<file path="src/design/assert_macros.svh">
// ----------------------------------------------------------------------------
// assert_macros.svh
// Assertion helper macros, compiled out when SYNTHESIS is defined
// ----------------------------------------------------------------------------
`ifndef ASSERT_MACROS_SVH
`define ASSERT_MACROS_SVH

`ifndef SYNTHESIS

// clocked check, disabled while reset is asserted
`define ASSERT_RST(lbl, prop, msg) \
  lbl: assert property (@(posedge clk_i) disable iff (!rst_ni) prop) else $error(msg);

// clocked check that also holds during reset
`define ASSERT_ALW(lbl, prop, msg) \
  lbl: assert property (@(posedge clk_i) prop) else $error(msg);

`else

`define ASSERT_RST(lbl, prop, msg)
`define ASSERT_ALW(lbl, prop, msg)

`endif

`endif

</file>
<file path="src/design/ebtc_pkg.sv">
// ----------------------------------------------------------------------------
// ebtc_pkg
// Shared types and codes of the eight-bit timer/counter
// ----------------------------------------------------------------------------
package ebtc_pkg;

  // bus command codes carried in tuser
  localparam logic [2:0] CMD_TICK        = 3'd0;
  localparam logic [2:0] CMD_WR_CTRL     = 3'd1;
  localparam logic [2:0] CMD_WR_COUNT    = 3'd2;
  localparam logic [2:0] CMD_WR_COMPARE  = 3'd3;
  localparam logic [2:0] CMD_RD_COUNT    = 3'd4;
  localparam logic [2:0] CMD_RD_FLAGS    = 3'd5;
  localparam logic [2:0] CMD_CLR_FLAGS   = 3'd6;

  // flag bit positions
  localparam int unsigned FLAG_OVF = 0;
  localparam int unsigned FLAG_CMP = 1;

  // stream widths
  localparam int unsigned IN_TDATA_W  = 16;
  localparam int unsigned OUT_TDATA_W = 16;
  localparam int unsigned CMD_W       = 3;

  // count clock source
  typedef enum logic [1:0] {
    SRC_STOP,
    SRC_PRESC,
    SRC_FALL,
    SRC_RISE
  } src_e;

  typedef struct packed {
    src_e       src;
    logic [3:0] shift;
  } clk_src_t;

  // one accepted input item
  typedef struct packed {
    logic [2:0] cmd;
    logic [7:0] data;
    logic       pin;
  } ebtc_item_t;

  // one result item
  typedef struct packed {
    logic [7:0] read_data;
    logic       ovf;
    logic       cmp;
  } ebtc_result_t;

  // clock select decode for both channel kinds
  function automatic clk_src_t clk_source(logic kind, logic [2:0] sel);
    clk_src_t r;
    r.src   = SRC_PRESC;
    r.shift = 4'd0;
    if (!kind) begin
      unique case (sel)
        3'd0: r.src = SRC_STOP;
        3'd1: r.shift = 4'd0;
        3'd2: r.shift = 4'd3;
        3'd3: r.shift = 4'd6;
        3'd4: r.shift = 4'd8;
        3'd5: r.shift = 4'd10;
        3'd6: r.src = SRC_FALL;
        default: r.src = SRC_RISE;
      endcase
    end else begin
      unique case (sel)
        3'd0: r.src = SRC_STOP;
        3'd1: r.shift = 4'd0;
        3'd2: r.shift = 4'd3;
        3'd3: r.shift = 4'd5;
        3'd4: r.shift = 4'd6;
        3'd5: r.shift = 4'd7;
        3'd6: r.shift = 4'd8;
        default: r.shift = 4'd10;
      endcase
    end
    return r;
  endfunction

endpackage

</file>
<file path="src/design/eight_bit_timer_counter.sv">
// ----------------------------------------------------------------------------
// eight_bit_timer_counter
// Eight-bit timer/counter with prescaler behind a command stream
// ----------------------------------------------------------------------------
// pipeline: the input register, then the state update and result register;
//   a result is valid once its item has passed through both
// throughput: one item per cycle while m_axis_tready does not stall the result
// reset: rst_ni clears count, compare, control, prescaler, flags, pin history
//   and channel kind; both stream stages come out empty

`include "assert_macros.svh"

module eight_bit_timer_counter
  import ebtc_pkg::*;
#(
  parameter int unsigned COUNT_WIDTH    = 8,
  parameter int unsigned PRESCALE_WIDTH = 10
) (
  input  logic                   clk_i,
  input  logic                   rst_ni,
  // channel kind register
  input  logic                   cfg_we_i,
  input  logic                   cfg_data_i,
  // command stream
  input  logic                   s_axis_tvalid,
  output logic                   s_axis_tready,
  input  logic [IN_TDATA_W-1:0]  s_axis_tdata,  // write_data[7:0], ext_pin[8]
  input  logic [CMD_W-1:0]       s_axis_tuser,  // command[2:0]
  // result stream
  output logic                   m_axis_tvalid,
  input  logic                   m_axis_tready,
  output logic [OUT_TDATA_W-1:0] m_axis_tdata   // read_data[7:0], overflow[8],
                                                 // compare[9]
);

  logic         in_valid_q, in_valid_d;
  ebtc_item_t   in_item_q;
  logic         out_valid_q, out_valid_d;
  ebtc_result_t out_res_q;
  ebtc_result_t core_res;
  logic         in_xfer;
  logic         advance;

  // stage control
  assign advance       = in_valid_q && (!out_valid_q || m_axis_tready);
  assign s_axis_tready = !in_valid_q || advance;
  assign in_xfer       = s_axis_tvalid && s_axis_tready;

  always_comb begin
    in_valid_d = in_valid_q;
    if (in_xfer) begin
      in_valid_d = 1'b1;
    end else if (advance) begin
      in_valid_d = 1'b0;
    end
    out_valid_d = out_valid_q;
    if (advance) begin
      out_valid_d = 1'b1;
    end else if (m_axis_tready) begin
      out_valid_d = 1'b0;
    end
  end

  always_ff @(posedge clk_i or negedge rst_ni) begin
    if (!rst_ni) begin
      in_valid_q  <= 1'b0;
      out_valid_q <= 1'b0;
    end else begin
      in_valid_q  <= in_valid_d;
      out_valid_q <= out_valid_d;
    end
  end

  // payload registers
  always_ff @(posedge clk_i) begin
    if (in_xfer) begin
      in_item_q.cmd  <= s_axis_tuser;
      in_item_q.data <= s_axis_tdata[7:0];
      in_item_q.pin  <= s_axis_tdata[8];
    end
    if (advance) begin
      out_res_q <= core_res;
    end
  end

  // timer state and register file
  ebtc_core #(
    .COUNT_WIDTH    (COUNT_WIDTH),
    .PRESCALE_WIDTH (PRESCALE_WIDTH)
  ) u_core (
    .clk_i        (clk_i),
    .rst_ni       (rst_ni),
    .cfg_we_i     (cfg_we_i),
    .cfg_data_i   (cfg_data_i),
    .item_valid_i (advance),
    .item_i       (in_item_q),
    .result_o     (core_res)
  );

  // result stream
  assign m_axis_tvalid = out_valid_q;
  assign m_axis_tdata  = {6'd0, out_res_q.cmp, out_res_q.ovf, out_res_q.read_data};

  // an accepted item is held in the input stage next cycle
  `ASSERT_RST(a_in_loaded, in_xfer |=> in_valid_q,
    "accepted item missing from input stage")
  // a stalled input stage keeps its item
  `ASSERT_RST(a_in_hold, (in_valid_q && !advance) |=> (in_valid_q && $stable(in_item_q)),
    "stalled input item lost or changed")
  // a new result appears only after the core took an item
  `ASSERT_RST(a_out_from_core, $rose(m_axis_tvalid) |-> $past(advance),
    "result valid without a processed item")

endmodule

</file>
<file path="src/design/ebtc_core.sv">
// ----------------------------------------------------------------------------
// ebtc_core
// Timer state, prescaler and register file; one item applied per strobe
// ----------------------------------------------------------------------------
`include "assert_macros.svh"

module ebtc_core
  import ebtc_pkg::*;
#(
  parameter int unsigned COUNT_WIDTH    = 8,
  parameter int unsigned PRESCALE_WIDTH = 10
) (
  input  logic         clk_i,
  input  logic         rst_ni,
  input  logic         cfg_we_i,
  input  logic         cfg_data_i,
  input  logic         item_valid_i,
  input  ebtc_item_t   item_i,
  output ebtc_result_t result_o
);

  logic [COUNT_WIDTH-1:0]    count_q, count_d;
  logic [COUNT_WIDTH-1:0]    compare_q, compare_d;
  logic [2:0]                csel_q, csel_d;
  logic                      com_q, com_d;
  logic [PRESCALE_WIDTH-1:0] presc_q, presc_d;
  logic [1:0]                flags_q, flags_d;
  logic                      pin_q, pin_d;
  logic                      kind_q;

  clk_src_t                  src;
  logic [PRESCALE_WIDTH-1:0] presc_inc;
  logic [PRESCALE_WIDTH-1:0] low_mask;
  logic                      count_event;
  logic                      match;
  logic                      at_max;
  logic [7:0]                rdata;

  // clock source and count event of a tick
  assign src       = clk_source(kind_q, csel_q);
  assign presc_inc = presc_q + PRESCALE_WIDTH'(1);
  assign low_mask  = ~({PRESCALE_WIDTH{1'b1}} << src.shift);
  assign match     = com_q && (count_q == compare_q);
  assign at_max    = (count_q == {COUNT_WIDTH{1'b1}});

  always_comb begin
    case (src.src)
      SRC_STOP:  count_event = 1'b0;
      SRC_RISE:  count_event = !pin_q && item_i.pin;
      SRC_FALL:  count_event = pin_q && !item_i.pin;
      default:   count_event = ((presc_inc & low_mask) == '0);
    endcase
  end

  // apply one item to the state
  always_comb begin
    count_d   = count_q;
    compare_d = compare_q;
    csel_d    = csel_q;
    com_d     = com_q;
    presc_d   = presc_q;
    flags_d   = flags_q;
    pin_d     = pin_q;
    rdata     = 8'd0;
    unique case (item_i.cmd)
      CMD_TICK: begin
        presc_d = presc_inc;
        pin_d   = item_i.pin;
        if (count_event) begin
          if (match) begin
            count_d           = '0;
            flags_d[FLAG_CMP] = 1'b1;
          end else if (at_max) begin
            count_d           = '0;
            flags_d[FLAG_OVF] = 1'b1;
          end else begin
            count_d = count_q + COUNT_WIDTH'(1);
          end
        end
      end
      CMD_WR_CTRL: begin
        csel_d = item_i.data[2:0];
        com_d  = item_i.data[3];
      end
      CMD_WR_COUNT:   count_d   = COUNT_WIDTH'(item_i.data);
      CMD_WR_COMPARE: compare_d = COUNT_WIDTH'(item_i.data);
      CMD_RD_COUNT:   rdata     = count_q[7:0];
      CMD_RD_FLAGS:   rdata     = {6'd0, flags_q};
      CMD_CLR_FLAGS:  flags_d   = flags_q & ~item_i.data[1:0];
      default: ;
    endcase
  end

  assign result_o.read_data = rdata;
  assign result_o.ovf       = flags_d[FLAG_OVF];
  assign result_o.cmp       = flags_d[FLAG_CMP];

  // state registers, updated only for a presented item
  always_ff @(posedge clk_i or negedge rst_ni) begin
    if (!rst_ni) begin
      count_q   <= '0;
      compare_q <= '0;
      csel_q    <= 3'd0;
      com_q     <= 1'b0;
      presc_q   <= '0;
      flags_q   <= 2'd0;
      pin_q     <= 1'b0;
    end else if (item_valid_i) begin
      count_q   <= count_d;
      compare_q <= compare_d;
      csel_q    <= csel_d;
      com_q     <= com_d;
      presc_q   <= presc_d;
      flags_q   <= flags_d;
      pin_q     <= pin_d;
    end
  end

  // channel kind register
  always_ff @(posedge clk_i or negedge rst_ni) begin
    if (!rst_ni) begin
      kind_q <= 1'b0;
    end else if (cfg_we_i) begin
      kind_q <= cfg_data_i;
    end
  end

  // flags are only raised by a tick
  `ASSERT_RST(a_flag_rise_on_tick,
    ($rose(flags_q[FLAG_OVF]) || $rose(flags_q[FLAG_CMP])) |->
      $past(item_valid_i && (item_i.cmd == CMD_TICK)),
    "flag raised by a non-tick item")
  // compare flag needs clear-on-compare mode
  `ASSERT_RST(a_cmp_needs_com, $rose(flags_q[FLAG_CMP]) |-> $past(com_q),
    "compare flag set outside clear-on-compare mode")
  // prescaler moves only on ticks
  `ASSERT_RST(a_presc_on_tick,
    !$stable(presc_q) |-> $past(item_valid_i && (item_i.cmd == CMD_TICK)),
    "prescaler advanced without a tick")

endmodule

</file>
<file path="config.mk">
export PLATFORM = sky130hd
export DESIGN_NAME = eight_bit_timer_counter
export DESIGN_NICKNAME = d
export VERILOG_FILES = /design/src/design/ebtc_pkg.sv /design/src/design/eight_bit_timer_counter.sv /design/src/design/ebtc_core.sv
export VERILOG_INCLUDE_DIRS = /design/src /design/src/design
export SDC_FILE = /design/constraint.sdc
export NUM_CORES = 1
export LEC_CHECK = 0
export ABC_CLOCK_PERIOD_IN_PS = 4200
export BUFFER_PORTS_ARGS = -buffer_cell sky130_fd_sc_hd__buf_4
export CAP_MARGIN = 20
export CORE_MARGIN = 2
export CORE_UTILIZATION = 59
export CTS_CLUSTER_DIAMETER = 200
export DETAILED_ROUTE_END_ITERATION = 12
export PLACE_DENSITY = 0.82
export SYNTH_ARGS = -nofsm -noshare
export SYNTH_HDL_FRONTEND = slang
export SYNTH_SLANG_ARGS = --single-unit
</file>
<file path="constraint.sdc">
create_clock -name clk_i -period 4.2 [get_ports clk_i]
set_clock_uncertainty 0.1 [all_clocks]
set_input_delay 0 -clock clk_i [delete_from_list [all_inputs] [get_ports clk_i]]
set_output_delay 0 -clock clk_i [all_outputs]
set_load 0.01 [all_outputs]
</file>
==> qor.csv, run 1 <==
stage,metric,value,unit
status,status,"finished, final reports clean",
finish,final_layout_size_suffix_gt1_share,17.93,%
logic_synthesis,syn_inst,276,
detailed_routing,ant_nets,0,
floorplan,fp-row-count,25,
detailed_routing,vias,2121,
critical_path,crit_path_start,u_core.presc_q[0],
cts,cts_root_buffer,clkbuf_8,
logic_synthesis,synth-xor-area-share,6.808,%
finish,syn2layout_area_growth,19.70,%
critical_path,cp.arrival,2.82,ns
cts,clkSlewWorstSetupHoldPaths,0.06,ns
cts,cts_sinks,58,
worst_hold_path,min_path_type,in2async,
sta,slew_headroom,36.73,%
detailed_routing,wl_per_cell,13.52,um
logic_synthesis,synth_compound_area_share,11.25,%
cts,cts.repair.resized,0,
power,powerDensity,452.0,mW/mm2
logic_synthesis,synth_top_family_by_area,simple AND/OR/NAND/NOR gates,
detailed_routing,drc,0,
logic_synthesis,yosys.area_share.adder,0.8457,%
grt,grt_max_degree,37,
finish,nFillCells,359,
finish,layout_commonest_cell,dfrtp_1,
floorplan,core_region_area,0.004786,mm2
cts,insertion_delay,0.33,ns
logic_synthesis,seq_area_frac_synth,52.77,%
critical_path,path_max_fanout,8,
detailed_routing,drt_pass1_iterations,4,
power,leakage,1.463,nW
logic_synthesis,synthMuxAreaShare,6.004,%
finish,multiInputGateArea,0.001324,mm2
critical_path,critPathLaunchType,flop,
job,maxCapViolCount,0,
floorplan,fp.dieH,74.82,um
sta,finalSetupViolations,0,
grt,overflow,0,
logic_synthesis,synth_seq_cells,58,
logic_synthesis,synthArstFlopShare,62.07,%
placed_design,dp_hpwl,3736,um
placed_design,portBuffers,29,
cts,cts_inserted_buffers,9,
power,ir_drop,0.2993,mV
finish,layout.nets,351,
critical_path,cp-end-kind,flop,
placed_design,place_congestion,0.8360,
sta,tightest_slew,0.9419,ns
cts,clock_path_buffers,2,
grt,grt_antenna_before_repair,0,
sta,hold_violations,0,
cts,htreeDepth,3,
grt,grt_pass1_wl,9418,um
finish,final_cell_mix,"36 x dfrtp_1, 29 x buf_4, 28 x nand2_1",
floorplan,start_util,61.83,%
logic_synthesis,synthSimpleGateAreaFrac,19.07,%
grt,first_global_vias,2082,
critical_path,timing_worst_setup_path_type,reg2reg,
floorplan,ioPinCount,43,
sta,rsz0062_at_grt,false,
detailed_routing,drtIter0Drc,96,
critical_path,timing.rr.start,u_core.presc_q[0],
finish,n_antenna_cell,0,
critical_path,crit_required,4.31,ns
sta,clock.fmax,368.4,MHz
sta,fin_crit_sh,64.63,%
grt,grtUsageTotal,22.95,%
logic_synthesis,synth_area_per_cell,10.72,um2
floorplan,dieArea,0.005598,mm2
sta,tns,0,ns
logic_synthesis,synth_edf_count,22,
sta,min_period,2.714,ns
logic_synthesis,syn_area,0.002959,mm2
floorplan,die_w,74.82,um
cts,cts_tree,built,
logic_synthesis,yosysWarnings,0,
logic_synthesis,ys.flop_type,dfrtp_1,
detailed_routing,wl,5355,um
power,power.total,1.601,mW
logic_synthesis,yosysUniqueCellTypes,50,
sta,drv_slew,0,
finish,seq_area,0.001562,mm2
detailed_routing,via_per_inst,5.356,
[metrics by stage]
step | area [um2] | hold WS, ns | setup slack (ns) | utilization [%] | std cells
finish | 3542 | 0.06351 | 1.486 | 74.01 | 396
global route | 3542 | 0.09977 | 1.391 | 74.01 | 396
CTS | 3542 | 0.06616 | 1.493 | 74.01 | 396
detailed placement | 3198 | -0.1194 | 1.500 | 66.82 | 362
global placement | 3198 | -0.1195 | 1.538 | 66.82 | 362
floorplan | 2978 | -0.3956 | 1.644 | - | 281
[per-layer routing]
layer,part of all wire (%),GRT usage [%]
met1,49,31.17
met2,46,35.28
met3,3.8,6.827
met4,1.4,8.333
met5,0,0
[cells in the mapped netlist, types with 3 or more instances]
master	n	area share, %
nand2_1	28	3.6
nor2_1	16	2.0
nand4_1	3	0.63
nor3b_1	3	0.76
a21oi_1	5	0.85
clkbuf_1	6	0.76
nand3b_1	3	0.76
and2_1	10	2.1
o21ai_1	6	1.0
and3_1	8	1.7
inv_1	3	0.38
edfxtp_1	22	22
nand3_1	11	1.9
xor2_1	5	1.5
nand2b_1	9	1.9
mux2_2	12	4.6
o21ai_0	24	4.1
xnor2_1	18	5.3
buf_4	6	1.5
nor3_1	4	0.68
dfrtp_1	36	30
[final timing paths]
kind                                           to  slack (ns)  depth (start not counted)
max in group asynchronous       u_core.presc_q[1]        3.62                          2
worst min-delay path            u_core.count_q[6]        0.06                          2
worst max-delay path            u_core.count_q[1]        1.49                          8
worst min register to register       u_core.pin_q        0.40                          2
min in group clk_i                  in_item_q[11]        0.28                          2
worst max register to register  u_core.count_q[1]        1.49                          8
[power breakdown]
part,switching [mW],internal [mW]
clock,0.194,0.227
sequential,0.124,0.689
combinational,0.170,0.197
total,0.488,1.11
[repair_timing]
| action | CTS | global route |
|---|---|---|
| endpoints found under the hold margin | 51 | 0 |
| buffers inserted | 0 | 0 |
| hold buffers | 18 | 0 |
[worst max-delay path: stages, from the launching register on]
cell and delay (ns):
dfrtp_1 0.43, ha_1 0.29, and3_1 0.21, o22a_1 0.20, o311a_1 0.29, a2111o_1 0.38
o21a_4 0.25, nor2b_4 0.13, mux2_1 0.33
[cell type report]
class / count / area share, %
Tap cell: 67 / 2.367
Clock buffer: 13 / 4.203
Inverter: 3 / 0.3179
Multi-Input combinational cell: 205 / 37.37
Timing Repair Buffer: 47 / 11.23
Clock inverter: 3 / 0.4239
Sequential cell: 58 / 44.08
[registers in the layout (all words and copies together) (netlist names)]
| register | count |
|---|---|
| m_axis_tvalid | 1 |
| u_core.presc_q | 10 |
| u_core.flags_q | 2 |
| in_item_q | 12 |
| u_core.csel_q | 3 |
| u_core.kind_q | 1 |
| in_valid_q | 1 |
| m_axis_tdata | 10 |
| u_core.pin_q | 1 |
| u_core.count_q | 8 |
| u_core.compare_q | 8 |
| u_core.com_q | 1 |
[cell families (layout without fill, tap and decap cells)]
kind of cell,Yosys count,in the layout
compound gates,53,53
xor+xnor,23,23
fa+ha+maj,2,2
buf+inv,18,66
flops,58,58
mux,16,16
other cells,1,6
simple gates,105,105
Power figures use the tool's default switching activity.
==> run 2: changes to the inputs <==
ABC_CLOCK_PERIOD_IN_PS = 2750   (was 4200)
CORE_UTILIZATION = 57   (was 59)
PLACE_DENSITY = 0.8   (was 0.82)
clock period = 2.75 ns   (was 4.2 ns; I/O delays follow)
==> qor.csv, run 2 (synthesis gave the netlist of run 1 again) <==
stage,metric,value,unit,change
finish,fin_cells,403,,was 396
cts,cts_root_buffer,clkbuf_8,,unchanged
grt,grt_pass1_wl,9577,um,was 9418 um
critical_path,timing_worst_setup_path_type,reg2reg,,unchanged
detailed_routing,via_per_inst,5.355,,was 5.356
finish,layout.nets,355,,was 351
sta,finalSetupViolations,0,,unchanged
sta,rsz0062_at_grt,false,,unchanged
cts,cts_tree,built,,unchanged
placed_design,place_area,0.003232,mm2,was 0.003198 mm2
floorplan,core_region_area,0.005042,mm2,was 0.004786 mm2
critical_path,path_max_fanout,8,,unchanged
power,p_sw_share,29.76,%,was 30.47%
sta,clock.fmax,382.5,MHz,was 368.4 MHz
sta,fin_crit_sh,95.07,%,was 64.63%
sta,min_period,2.614,ns,was 2.714 ns
grt,overflow,0,,unchanged
finish,syn2layout_area_growth,21.73,%,was 19.70%
cts,cts_inserted_buffers,9,,unchanged
detailed_routing,drc,0,,unchanged
detailed_routing,wl_per_cell,13.71,um,was 13.52 um
job,maxCapViolCount,0,,unchanged
power,p_switching,0.7662,mW,was 0.4878 mW
placed_design,dp_hpwl,3807,um,was 3736 um
detailed_routing,drtIter0Drc,111,,was 96
detailed_routing,drt_pass1_iterations,4,,unchanged
power,leakage,1.490,nW,was 1.463 nW
cts,clkSlewWorstSetupHoldPaths,0.06,ns,about the same
grt,grt_antenna_before_repair,0,,unchanged
cts,htreeDepth,3,,unchanged
sta,worst_slack,0.1355,ns,was 1.486 ns
detailed_routing,vias,2158,,"was 2,121"
finish,finalInstanceArea,0.003602,mm2,was 0.003542 mm2
floorplan,dieArea,0.005784,mm2,was 0.005598 mm2
worst_hold_path,min_path_type,in2async,,unchanged
finish,n_antenna_cell,0,,unchanged
finish,layout_commonest_cell,dfrtp_1,,unchanged
finish,largest_reg_flops,12,,unchanged
placed_design,placed_cells,369,,was 362
finish,final_cell_mix,"36 x dfrtp_1, 33 x buf_4, 28 x nand2_1",,"was 36 x dfrtp_1, 29 x buf_4, 28 x nand2_1"
finish,top_register,in_item_q,,unchanged
grt,grt_max_degree,37,,unchanged
grt,grtUsageTotal,21.01,%,was 22.95%
placed_design,place_congestion,0.8249,,was 0.8360
finish,final_layout_size_suffix_gt1_share,18.92,%,was 17.93%
power,power_frac_seq,48.1,%,was 50.8%
cts,clock_path_buffers,2,,unchanged
critical_path,cp-end-kind,flop,,unchanged
critical_path,critPathLaunchType,flop,,unchanged
cts,insertion_delay,0.33,ns,about the same
grt,first_global_vias,2090,,"was 2,082"
power,p_comb_share,23.1,%,was 22.9%
sta,drv_slew,0,,unchanged
status,status,"finished, final reports clean",,unchanged
floorplan,fp.dieH,76.05,um,was 74.82 um
detailed_routing,wl,5527,um,was 5355 um
cts,cts_sinks,58,,unchanged
placed_design,preCtsSetupSlack,0.09852,ns,was 1.500 ns
floorplan,die_w,76.05,um,was 74.82 um
sta,hold_violations,0,,unchanged
power,powerDensity,714.8,mW/mm2,was 452.0 mW/mm2
floorplan,start_util,58.68,%,was 61.83%
critical_path,cp.arrival,2.73,ns,was 2.82 ns
detailed_routing,ant_nets,0,,unchanged
cts,post-cts-setup-buffers,0,,unchanged
power,p_clk_share,28.8,%,was 26.3%
placed_design,portBuffers,29,,unchanged
floorplan,ioPinCount,43,,unchanged
sta,tns,0,ns,unchanged
critical_path,crit_required,2.86,ns,was 4.31 ns
floorplan,fp-row-count,26,,was 25
power,internal-power,1.809,mW,was 1.113 mW
power,ir_drop,0.4492,mV,was 0.2993 mV
==> run 2: changes by cell type in the layout (fill, tap and decap cells not counted) <==
cell / delta
buf_4: +4
bufinv_16: +1
clkinv_1: +1
clkinv_2: -2
ha_1: -1
ha_2: +1
==> run 2: worst paths after layout <==
path	slack [ns]	from	depth (start not counted)	to
min reg2reg	0.41	in_item_q[0]	2	u_core.pin_q
max reg2reg	0.14	u_core.presc_q[1]	8	u_core.count_q[1]
max in group asynchronous	2.17	rst_ni	2	u_core.kind_q
min in group clk_i	0.28	s_axis_tdata[2]	2	in_item_q[3]
max	0.14	u_core.presc_q[1]	8	u_core.count_q[1]
min	0.06	rst_ni	2	u_core.compare_q[3]
==> run 2: per-stage QoR <==
stage / power [mW] / utilization (%) / hold WS (ns)
5_1_grt: 2.725 / 71.44 / 0.1269
3_3_place_gp: 1.777 / 64.09 / -0.1190
4_1_cts: 2.577 / 71.39 / 0.07401
6_report: 2.575 / 71.44 / 0.06069
3_5_place_dp: 1.814 / 64.09 / -0.1161
2_1_floorplan: 1.641 / - / -0.3956
==> run 2: repair_timing <==
item | 4_1_cts | 5_1_grt
endpoints found under the setup margin | 0 | 2
gates resized for setup | 0 | 1
hold buffers | 18 | 0
hold endpoints to repair | 51 | 0
==> run 2: final cells by class <==
cell class                      instances  area [um2]
Fill cell                             368        1440
Timing Repair Buffer                   51       427.9
Clock buffer                           13       148.9
Inverter                                3       11.26
Sequential cell                        58        1562
Clock inverter                          3       38.79
Tap cell                               70       87.58
Multi-Input combinational cell        205        1326
==> run 2: power groups by stage <==
stage / Clock (mW) / Sequential, mW / Combinational, mW
3_3_place_gp: 0 / 1.23 / 0.543
6_report: 0.743 / 1.24 / 0.595
2_1_floorplan: 0 / 1.19 / 0.455
4_1_cts: 0.754 / 1.23 / 0.592
3_5_place_dp: 0 / 1.25 / 0.567
5_1_grt: 0.792 / 1.27 / 0.666
==> run 2: worst max-delay path, cell delays in order (launching register included) <==
cell	delay, ns
dfrtp_1	0.40
ha_2	0.26
nand4_2	0.13
o22a_1	0.24
o311a_1	0.30
a2111o_1	0.38
o21a_4	0.25
nor2b_4	0.13
mux2_1	0.32
==> run 2: layer usage <==
| metal | vias to the layer above | track usage [%] | routed length [um] |
|---|---|---|---|
| met3 | 14 | 4.147 | 262 |
| met4 | 0 | 10.55 | 123 |
| met2 | 68 | 32.68 | 2560 |
| li1 | 1084 | - | - |
| met5 | - | 0 | 0 |
| met1 | 992 | 28.38 | 2580 |
==> run 3: changes to the inputs <==
ABC_AREA = 1   (was default)
PLACE_DENSITY = 0.79   (was 0.8)
==> qor.csv, run 3 <==
stage,metric,value,unit,change
critical_path,path_max_fanout,9,,was 8
power,leakage,1.850,nW,was 1.490 nW
sta,fin_crit_sh,75.25,%,was 95.07%
placed_design,dp_hpwl,4337,um,was 3807 um
floorplan,dieArea,0.005964,mm2,was 0.005784 mm2
cts,clock_path_buffers,2,,unchanged
finish,seq_area,0.001562,mm2,unchanged
critical_path,cp_slowest_stage_delay,0.43,ns,was 0.40 ns
finish,multiInputGateArea,0.001241,mm2,was 0.001326 mm2
detailed_routing,wl,6414,um,was 5527 um
critical_path,crit_chain,ha_1 > nand2_2 > nor2_1 > nand4_1 > nand2_1 > nand3_1 > nand2_1 > nand4_2 > nand2_4 > nand2_4 > nand2_1 > nand2_1,,was ha_2 > nand4_2 > o22a_1 > o311a_1 > a2111o_1 > o21a_4 > nor2b_4 > mux2_1
cts,cts_inserted_buffers,9,,unchanged
logic_synthesis,synthArstFlopShare,62.07,%,unchanged
critical_path,path_buf_inv,0,,unchanged
detailed_routing,drc,0,,unchanged
power,powerDensity,897.8,mW/mm2,was 714.8 mW/mm2
finish,nFillCells,397,,was 368
detailed_routing,drt_pass1_iterations,5,,was 4
logic_synthesis,yosysUniqueCellTypes,34,,was 50
grt,grt_max_degree,37,,unchanged
sta,slew_headroom,53.58,%,
status,status,"finished, final reports clean",,unchanged
logic_synthesis,ys.flop_type,dfrtp_1,,unchanged
logic_synthesis,synthTopCellsByArea,"dfrtp_1 29%, edfxtp_1 22%, nand2_1 14%, inv_1 6.5%, o21ai_0 4.6%",,"was dfrtp_1 30%, edfxtp_1 22%, xnor2_1 5.3%, mux2_2 4.6%, o21ai_0 4.1%"
sta,finalSetupViolations,0,,unchanged
sta,min_period,2.069,ns,was 2.614 ns
finish,syn2layout_area_growth,23.41,%,was 21.73%
finish,largest_reg_flops,12,,unchanged
logic_synthesis,seq_area_frac_synth,51.08,%,was 52.77%
cts,cts_root_buffer,clkbuf_8,,unchanged
job,maxCapViolCount,0,,unchanged
grt,overflow,0,,unchanged
logic_synthesis,synth_seq_cells,58,,unchanged
cts,insertion_delay,0.34,ns,was 0.33 ns
detailed_routing,wl_per_cell,12.65,um,was 13.71 um
critical_path,critPathLaunchType,flop,,unchanged
finish,final_cell_mix,"114 x nand2_1, 53 x inv_1, 36 x dfrtp_1",,"was 36 x dfrtp_1, 33 x buf_4, 28 x nand2_1"
critical_path,cp-end-kind,flop,,unchanged
placed_design,place_area,0.003341,mm2,was 0.003232 mm2
critical_path,slowest_stage,dfrtp_1,,unchanged
detailed_routing,drtIter0Drc,194,,was 111
power,power.total,3.387,mW,was 2.575 mW
grt,grt_antenna_before_repair,0,,unchanged
logic_synthesis,synth_top_cell_by_area,dfrtp_1,,unchanged
sta,hold_violations,0,,unchanged
logic_synthesis,yosysTopAreaCellShare,29.47,%,was 30.44%
floorplan,core_region_area,0.005140,mm2,was 0.005042 mm2
grt,grt_pass1_wl,10740,um,was 9577 um
logic_synthesis,yosysWarnings,0,,unchanged
grt,first_global_vias,2478,,"was 2,090"
cts,cts-hold-fix-buffers,19,,was 18
placed_design,portBuffers,29,,unchanged
detailed_routing,ant_nets,0,,unchanged
finish,layout.nets,459,,was 355
cts,cts.repair.resized,0,,unchanged
floorplan,fp-row-count,26,,unchanged
logic_synthesis,syn_area,0.003057,mm2,was 0.002959 mm2
sta,rsz0062_at_grt,false,,unchanged
critical_path,cp.arrival,2.19,ns,was 2.73 ns
critical_path,timing_worst_setup_path_type,reg2reg,,unchanged
finish,top_register,in_item_q,,unchanged
sta,drv_slew,0,,unchanged
critical_path,crit_top_cell,nand2_1,,
sta,tightest_slew,0.6925,ns,
floorplan,fp.dieH,77.23,um,was 76.05 um
logic_synthesis,synth_area_per_cell,8.151,um2,was 10.72 um2
cts,post-cts-setup-buffers,0,,unchanged
placed_design,place_congestion,0.9448,,was 0.8249
logic_synthesis,syn_inst,375,,was 276
cts,clkSlewWorstSetupHoldPaths,0.07,ns,was 0.06 ns
logic_synthesis,yosysMostFrequentCell,nand2_1,,was dfrtp_1
finish,n_antenna_cell,0,,unchanged
logic_synthesis,synthTopCellsByCount,"114 x nand2_1, 53 x inv_1, 36 x dfrtp_1, 28 x o21ai_0, 26 x nor2_1",,"was 36 x dfrtp_1, 28 x nand2_1, 24 x o21ai_0, 22 x edfxtp_1, 18 x xnor2_1"
logic_synthesis,synth_edf_count,22,,unchanged
cts,cts_tree,built,,unchanged
cts,cts_sinks,58,,unchanged
sta,tns,0,ns,unchanged
finish,finalInstanceArea,0.003772,mm2,was 0.003602 mm2
floorplan,die_w,77.23,um,was 76.05 um
critical_path,critPathTopFamily,simple AND/OR/NAND/NOR gates,,was compound AO/OA/AOI/OAI gates
critical_path,crit_required,2.87,ns,was 2.86 ns
floorplan,ioPinCount,43,,unchanged
floorplan,start_util,59.47,%,was 58.68%
cts,htreeDepth,3,,unchanged
finish,layout_commonest_cell,nand2_1,,was dfrtp_1
sta,clock.fmax,483.3,MHz,was 382.5 MHz
power,ir_drop,0.5826,mV,was 0.4492 mV
finish,final_layout_size_suffix_gt1_share,15.33,%,was 18.92%
worst_hold_path,min_path_type,in2async,,unchanged
grt,grtUsageTotal,23.41,%,was 21.01%
detailed_routing,vias,2597,,"was 2,158"
detailed_routing,via_per_inst,5.122,,was 5.355
run 3: cell types whose count changed after synthesis, moves of 10 or more:
| cell | previous run | this run |
|---|---|---|
| mux2_2 | 12 | 0 |
| inv_1 | 3 | 53 |
| nand2_1 | 28 | 114 |
| nor2_1 | 16 | 26 |
| nand3_1 | 11 | 24 |
| and2_1 | 10 | 0 |
| xnor2_1 | 18 | 3 |
run 3: path summary, 6_finish.rpt:
check	start	slack, ns	cells after the start	to
worst max-delay path	u_core.presc_q[0]	0.68	12	u_core.count_q[7]
worst min-delay path	rst_ni	0.06	2	u_core.presc_q[3]
worst max register to register	u_core.presc_q[0]	0.68	12	u_core.count_q[7]
worst min register to register	u_core.compare_q[2]	0.41	2	u_core.compare_q[2]
max in group asynchronous	rst_ni	2.15	2	u_core.count_q[3]
min in group clk_i	s_axis_tdata[1]	0.27	2	in_item_q[2]
run 3: report_power, final:
part,internal (mW),switching [mW]
logic,0.419,0.645
registers,1.13,0.241
clock network,0.620,0.332
total,2.17,1.22
run 3: area by class of cell:
| cell class | count | area share (%) |
|---|---|---|
| sequential | 58 | 41.39 |
| multi-input combinational | 256 | 32.90 |
| timing repair buffer | 51 | 11.41 |
| inverter | 56 | 5.572 |
| clock buffer | 10 | 3.648 |
| clock inverter | 6 | 2.753 |
| tap | 70 | 2.322 |
run 3: cells by family after synthesis:
group	Yosys count	share of synthesized area [%]
fa+ha+maj	2	0.8185
xor+xnor	6	1.720
buf+inv	66	8.923
compound gates	46	8.432
other cells	1	0.1227
simple gates	196	28.90
flops	58	51.08
run 3: through the flow:
stage	setup slack, ns	utilization [%]	instances	hold slack, ns
final	0.6807	73.39	507	0.06497
after global routing	0.5224	73.39	507	0.1150
after global placement	0.7650	65.00	472	-0.1147
after CTS	0.6775	73.39	507	0.06694
after floorplan	0.9778	-	380	-0.3956
after detailed placement	0.7175	65.00	472	-0.1091
run 3: layer usage:
layer / track usage (%) / up-vias / part of all wire [%]
li1: - / 1313 / -
met1: 29.76 / 1173 / 45
met2: 38.09 / 98 / 48
met3: 7.882 / 13 / 6.0
met4: 6.964 / 0 / 1.5
met5: 0 / - / 0
